[src/sv/hslrgb_pkg.sv]
// ----------------------------------------------------------------------------
// hslrgb_pkg
// Types and constants shared by the HSL to RGB color wheel pipeline.
// ----------------------------------------------------------------------------
package hslrgb_pkg;

  localparam int HUE_W   = 9;
  localparam int CHAN_W  = 8;
  localparam int SECT_W  = 3;
  localparam int OFS_W   = 6;

  localparam logic [CHAN_W-1:0] CHAN_FULL = 8'hff;
  localparam logic [CHAN_W-1:0] LIGHT_MID = 8'h80;

  // Hue sector start angles, 60 degrees apart.
  localparam logic [HUE_W-1:0] HUE_60  = 9'd60;
  localparam logic [HUE_W-1:0] HUE_120 = 9'd120;
  localparam logic [HUE_W-1:0] HUE_180 = 9'd180;
  localparam logic [HUE_W-1:0] HUE_240 = 9'd240;
  localparam logic [HUE_W-1:0] HUE_300 = 9'd300;
  localparam logic [HUE_W-1:0] HUE_360 = 9'd360;

  // Sector codes.
  localparam logic [SECT_W-1:0] SECT_RY = 3'd0;  // red full, green rising
  localparam logic [SECT_W-1:0] SECT_YG = 3'd1;  // green full, red falling
  localparam logic [SECT_W-1:0] SECT_GC = 3'd2;  // green full, blue rising
  localparam logic [SECT_W-1:0] SECT_CB = 3'd3;  // blue full, green falling
  localparam logic [SECT_W-1:0] SECT_BM = 3'd4;  // blue full, red rising
  localparam logic [SECT_W-1:0] SECT_MR = 3'd5;  // red full, blue falling

  // First stage: hue decoded, base chroma from lightness.
  typedef struct packed {
    logic [CHAN_W-1:0] sat;
    logic [CHAN_W-1:0] base;
    logic [CHAN_W-1:0] ramp;
    logic [SECT_W-1:0] sector;
    logic              blank;
  } hslrgb_s1_t;

  // Second stage: chroma scaled by saturation.
  typedef struct packed {
    logic [CHAN_W-1:0] chroma;
    logic [CHAN_W-1:0] ramp;
    logic [SECT_W-1:0] sector;
    logic              blank;
  } hslrgb_s2_t;

  // Final stage: color channels.
  typedef struct packed {
    logic [CHAN_W-1:0] blue;
    logic [CHAN_W-1:0] green;
    logic [CHAN_W-1:0] red;
  } hslrgb_rgb_t;

endpackage

[src/sv/hsl_to_rgb_color_wheel_unit.sv]
// ----------------------------------------------------------------------------
// hsl_to_rgb_color_wheel_unit
// Three-stage pipelined HSL to RGB color wheel converter on stream ports.
// ----------------------------------------------------------------------------
// Converts a hue in degrees plus 8-bit saturation and lightness into 8-bit
// red, green and blue. One item is accepted every cycle while the output side
// takes results; each item passes through three registered stages (hue
// decode and base chroma, saturation multiply, ramp multiply and channel
// select), and its result is offered on m_tvalid from the last of them. The
// rate is set by the stage handshake: a stage moves on when the stage after it
// is empty or moving, so a stall on m_tready fills the bubbles and then holds
// s_tready low without dropping or repeating an item. Hues of 360 and above
// give black. Reset clears only the stage valid flags.
module hsl_to_rgb_color_wheel_unit
  import hslrgb_pkg::*;
(
  input  logic        clk,
  input  logic        rst,
  input  logic        s_tvalid,
  output logic        s_tready,
  input  logic [31:0] s_tdata,   // hue[8:0], sat[16:9], light[24:17], zero pad
  output logic        m_tvalid,
  input  logic        m_tready,
  output logic [23:0] m_tdata    // red[7:0], green[15:8], blue[23:16]
);

  // Input field split.
  logic [HUE_W-1:0]  hue;
  logic [CHAN_W-1:0] sat;
  logic [CHAN_W-1:0] light;

  assign hue   = s_tdata[8:0];
  assign sat   = s_tdata[16:9];
  assign light = s_tdata[24:17];

  // Stage valid flags and advance conditions.
  logic v1, v2, v3;
  logic adv1, adv2, adv3;

  assign adv3     = !v3 || m_tready;
  assign adv2     = !v2 || adv3;
  assign adv1     = !v1 || adv2;
  assign s_tready = adv1;

  // --------------------------------------------------------------------------
  // Stage 1: find the hue sector by compare chain, turn the sector offset
  // into a 0..250 ramp (offset * 17 / 4), and form the base chroma.
  // --------------------------------------------------------------------------
  hslrgb_s1_t        s1_next, s1;
  logic [HUE_W-1:0]  sect_start;
  logic [HUE_W-1:0]  ofs_full;
  logic [OFS_W-1:0]  ofs;
  logic [OFS_W+4:0]  ofs_x17;

  always_comb begin
    if (hue < HUE_60) begin
      s1_next.sector = SECT_RY;
      sect_start     = '0;
    end else if (hue < HUE_120) begin
      s1_next.sector = SECT_YG;
      sect_start     = HUE_60;
    end else if (hue < HUE_180) begin
      s1_next.sector = SECT_GC;
      sect_start     = HUE_120;
    end else if (hue < HUE_240) begin
      s1_next.sector = SECT_CB;
      sect_start     = HUE_180;
    end else if (hue < HUE_300) begin
      s1_next.sector = SECT_BM;
      sect_start     = HUE_240;
    end else begin
      s1_next.sector = SECT_MR;
      sect_start     = HUE_300;
    end
    ofs_full = hue - sect_start;
    ofs      = ofs_full[OFS_W-1:0];
    ofs_x17  = {1'b0, ofs, 4'b0000} + {5'b00000, ofs};
    s1_next.ramp  = ofs_x17[CHAN_W+1:2];
    s1_next.blank = (hue >= HUE_360);
    s1_next.sat   = sat;
    // Chroma rises as twice the lightness, peaks at the midpoint, then
    // falls as the inverse of twice the excess.
    if (light == LIGHT_MID) begin
      s1_next.base = CHAN_FULL;
    end else if (light > LIGHT_MID) begin
      s1_next.base = ~{light[CHAN_W-2:0], 1'b0};
    end else begin
      s1_next.base = {light[CHAN_W-2:0], 1'b0};
    end
  end

  // --------------------------------------------------------------------------
  // Stage 2: scale chroma by saturation. A full base chroma is replaced by
  // the saturation itself; a full saturation leaves chroma untouched.
  // --------------------------------------------------------------------------
  hslrgb_s2_t          s2_next, s2;
  logic [2*CHAN_W-1:0] sat_prod;

  always_comb begin
    sat_prod = {{CHAN_W{1'b0}}, s1.base} * {{CHAN_W{1'b0}}, s1.sat};
    if (s1.base == CHAN_FULL) begin
      s2_next.chroma = s1.sat;
    end else if (s1.sat != CHAN_FULL) begin
      s2_next.chroma = sat_prod[2*CHAN_W-1:CHAN_W];
    end else begin
      s2_next.chroma = s1.base;
    end
    s2_next.ramp   = s1.ramp;
    s2_next.sector = s1.sector;
    s2_next.blank  = s1.blank;
  end

  // --------------------------------------------------------------------------
  // Stage 3: rising and falling ramps scaled by chroma, then route chroma
  // and ramps to the channels of the sector.
  // --------------------------------------------------------------------------
  hslrgb_rgb_t         rgb_next, rgb;
  logic [CHAN_W-1:0]   ramp_dn;
  logic [2*CHAN_W-1:0] up_prod;
  logic [2*CHAN_W-1:0] dn_prod;
  logic [CHAN_W-1:0]   up;
  logic [CHAN_W-1:0]   dn;

  always_comb begin
    ramp_dn = CHAN_FULL - s2.ramp;
    up_prod = {{CHAN_W{1'b0}}, s2.chroma} * {{CHAN_W{1'b0}}, s2.ramp};
    dn_prod = {{CHAN_W{1'b0}}, s2.chroma} * {{CHAN_W{1'b0}}, ramp_dn};
    if (s2.chroma == CHAN_FULL) begin
      up = s2.ramp;
      dn = ramp_dn;
    end else begin
      up = up_prod[2*CHAN_W-1:CHAN_W];
      dn = dn_prod[2*CHAN_W-1:CHAN_W];
    end
    rgb_next = '0;
    if (!s2.blank) begin
      case (s2.sector)
        SECT_RY: begin
          rgb_next.red   = s2.chroma;
          rgb_next.green = up;
        end
        SECT_YG: begin
          rgb_next.red   = dn;
          rgb_next.green = s2.chroma;
        end
        SECT_GC: begin
          rgb_next.green = s2.chroma;
          rgb_next.blue  = up;
        end
        SECT_CB: begin
          rgb_next.green = dn;
          rgb_next.blue  = s2.chroma;
        end
        SECT_BM: begin
          rgb_next.red  = up;
          rgb_next.blue = s2.chroma;
        end
        default: begin
          rgb_next.red  = s2.chroma;
          rgb_next.blue = dn;
        end
      endcase
    end
  end

  // Valid flags: load on advance, drop when the stage empties downstream.
  always_ff @(posedge clk) begin
    if (rst) begin
      v1 <= 1'b0;
      v2 <= 1'b0;
      v3 <= 1'b0;
    end else begin
      if (adv1) v1 <= s_tvalid;
      if (adv2) v2 <= v1;
      if (adv3) v3 <= v2;
    end
  end

  // Payload: advance with the stage, hold while stalled.
  always_ff @(posedge clk) begin
    if (adv1) s1  <= s1_next;
    if (adv2) s2  <= s2_next;
    if (adv3) rgb <= rgb_next;
  end

  assign m_tvalid = v3;
  assign m_tdata  = rgb;

endmodule
[config.mk]
export PLATFORM = sky130hd
export DESIGN_NAME = hsl_to_rgb_color_wheel_unit
export DESIGN_NICKNAME = d
export VERILOG_FILES = /design/src/sv/hslrgb_pkg.sv /design/src/sv/hsl_to_rgb_color_wheel_unit.sv
export SDC_FILE = /design/constraint.sdc
export NUM_CORES = 1
export LEC_CHECK = 0
export ABC_AREA = 1
export BUFFER_PORTS_ARGS = -buffer_cell sky130_fd_sc_hd__clkbuf_2
export CAP_MARGIN = 20
export CORE_ASPECT_RATIO = 0.8
export CORE_MARGIN = 3
export CORE_UTILIZATION = 35
export DETAILED_ROUTE_END_ITERATION = 10
export HOLD_SLACK_MARGIN = 0.06
export PLACE_DENSITY_LB_ADDON = 0.12
export RECOVER_POWER = 25
export SETUP_SLACK_MARGIN = 0.1
export SLEW_MARGIN = 20
export SYNTH_ARGS = -nofsm -noshare
export SYNTH_HDL_FRONTEND = slang
export SYNTH_SLANG_ARGS = --single-unit
[constraint.sdc]
create_clock -name clk -period 5.3 [get_ports clk]
set_clock_uncertainty 0.2 [all_clocks]
set_input_delay 0.53 -clock clk [delete_from_list [all_inputs] [get_ports clk]]
set_output_delay 0.53 -clock clk [all_outputs]
set_load 0.02 [all_outputs]
==> impl_metrics.toml <==
[timing]
hold_slack_ps = 161.1
finalHoldViolCount = 0
tns_ps = 0
rsz0062_at_grt = "yes"
clock.fmax_mhz = 201.4
setup_viol = 0
slew_headroom = 0.2325
period_needed_ps = 4966
worstMarginPinSlew_ps = 1148
timing.final.max_slew_violations = 0
finalCritPeriodShare = 0.9370
fin_ws_ps = 333.8

[critical_path]
worstSetupStartpointType = "flip-flop"
arrival_ps = 4860
crit_path_max_fanout = 12
worstPathRequired_ps = 5200
path_class = "reg -> reg"
r2r_slack_ps = 330
cp-end-kind = "flip-flop"

[synth]
netlist.area_leader.share = 0.2121
syn_area_mm2 = 0.01019
post-synth-top-area-cell = "edfxtp_1"
ys_ff_latch = 75
ys_seq_area_frac = 0.2180
ys_warn_count = 0
synthDistinctLibCells = 43
synth_nets = 1588
synth_edf_count = 72
synthFlopType = "edfxtp_1"
async_flop_share = 0
synthCells = 1341
synth_area_leaders = "edfxtp_1 (21%), fa_1 (21%), ha_1 (13%)"
synth.avg_cell_area_um2 = 7.602

[detailed_routing]
dr_total_vias = 8409
viasPerCell = 4.695
firstDrtPassIters = 5
top_layer = "met4"
drc_errors = 0
drt_iter0_markers = 605
drtAntennaViolNets = 0
wl_met1_mm = 14.27
met3WireLength_mm = 1.264
wl_per_cell_um = 14.90
routed_wl_mm = 26.68
wl_met2_mm = 10.97

[clock_network]
cts.sinks = 75
root_buffer = "clkbuf_16"
cts_buffers = 9
cts_tree = "built"
clk_pin_slew_ps = 60
cts_buffer_depth = 2
clk-insertion-delay-late_ps = 340
htree_levels = 3

[worst_hold_path]
min_path_type = "in -> reg"

[layout]
finalNetCount = 1663
fin_util = 0.4034
layout-drive-gt1-share = 0.1168
antenna_cells = 0
synthToLayoutAreaGrowth_pct = 12.74

[die]
start_util = 0.3578
io_pins = 62
dieHeight_um = 158.7
dieArea_mm2 = 0.03122
num_rows = 55
core_mm2 = 0.02849
dieWidth_um = 196.8

[global_routing]
grt_max_degree = 30
antenna_found_initial = 0
grt_pass1_vias = 8444
track_usage = 0.1783
grt_pass1_wl_mm = 44.44
grt_overflow = 0

[placement]
gp_congestion = 0.9045
place_ws_ps = 181.6
port_buffers = 54
dpl.hpwl_mm = 21.57

[outcome]
outcome = "finished, final reports clean"

[flow_run]
cap_violations = 0
-- worst max-delay path, cell delays in order, from the launching register on --
cell and delay (ps):
edfxtp_1 480, buf_4 250, nor2_2 140, fa_1 450, fa_1 500, fa_1 490, inv_1 50, fa_1 540
inv_1 40, ha_1 350, nand2_1 130, inv_1 70, nand2_1 60, nand2_1 80, a21oi_2 180, nand2_1 70
nand2_1 50, nand2_1 60, nand2_1 120, nand2_2 90, nand2_1 60, nand3_1 70, nand2_1 130, inv_1 50
-- placed cells by master (no fill, tap or decap), types with 49 or more instances in the layout --
master | netlist | final
a21oi_1 | 54 | 49
buf_4 | 2 | 55
clkbuf_2 | 0 | 52
edfxtp_1 | 72 | 72
fa_1 | 107 | 107
ha_1 | 104 | 104
inv_1 | 305 | 304
nand2_1 | 342 | 342
nand3_1 | 77 | 74
nor2_1 | 108 | 106
-- per-layer routing --
metal | vias to the layer above | GRT usage
li1 | 4248 | -
met4 | 0 | 0.02782
met5 | - | 0
met1 | 3973 | 0.2762
met2 | 175 | 0.2727
met3 | 13 | 0.02052
-- Yosys cell counts (all sizes together), types with 9 or more instances --
master,instances
nor3,9
nand3,77
ha,104
o21ai,31
nand2,351
nor2,112
a21oi,54
edfxtp,72
clkbuf,31
buf,15
inv,311
xor2,11
fa,107
-- registers in the layout (all words and copies together) (netlist names) --
| register | count |
|---|---|
| v2 | 1 |
| s2 | 20 |
| m_tdata | 24 |
| m_tvalid | 1 |
| s1 | 28 |
| v1 | 1 |
-- cells by family (layout without fill, tap and decap cells) --
kind of cell / count (synthesis) / count (layout) / share of synthesized area
buf+inv: 357 / 437 / 0.1348
flops: 75 / 75 / 0.2180
fa+ha+maj: 211 / 211 / 0.3378
simple gates: 566 / 566 / 0.2311
xor+xnor: 17 / 17 / 0.01460
compound gates: 115 / 115 / 0.06382
-- path summary, 6_finish.rpt --
| kind | startpoint | end | depth (start not counted) |
|---|---|---|---|
| min | s_tdata[12] | s1[23] | 1 |
| max | s2[7] | m_tdata[6] | 23 |
| min reg2reg | s1[4] | s2[4] | 0 |
| max reg2reg | s2[7] | m_tdata[6] | 23 |
-- final cells by class --
class | count | area (µm²)
Clock inverter | 7 | 60.06
Inverter | 311 | 1171
Sequential cell | 75 | 2222
Clock buffer | 9 | 225.2
Multi-Input combinational cell | 909 | 6651
Fill cell | 3027 | 17000
Timing Repair Buffer | 110 | 700.7
Tap cell | 370 | 462.9
-- metrics by stage --
stage          cell area, µm²  std cells
3_3_place_gp            11070       1764
4_1_cts                 11360       1780
3_5_place_dp            11070       1764
6_report                11490       1791
2_1_floorplan           10190       1341
5_1_grt                 11490       1791
-- repair_timing --
action,in CTS,in global routing
gates resized for setup,0,14
hold buffers,0,0
buffers inserted,0,11
setup endpoints to repair,0,17
Power is not shown: default switching activity piles up to over one toggle a cycle in this logic, so the estimate is an artifact.
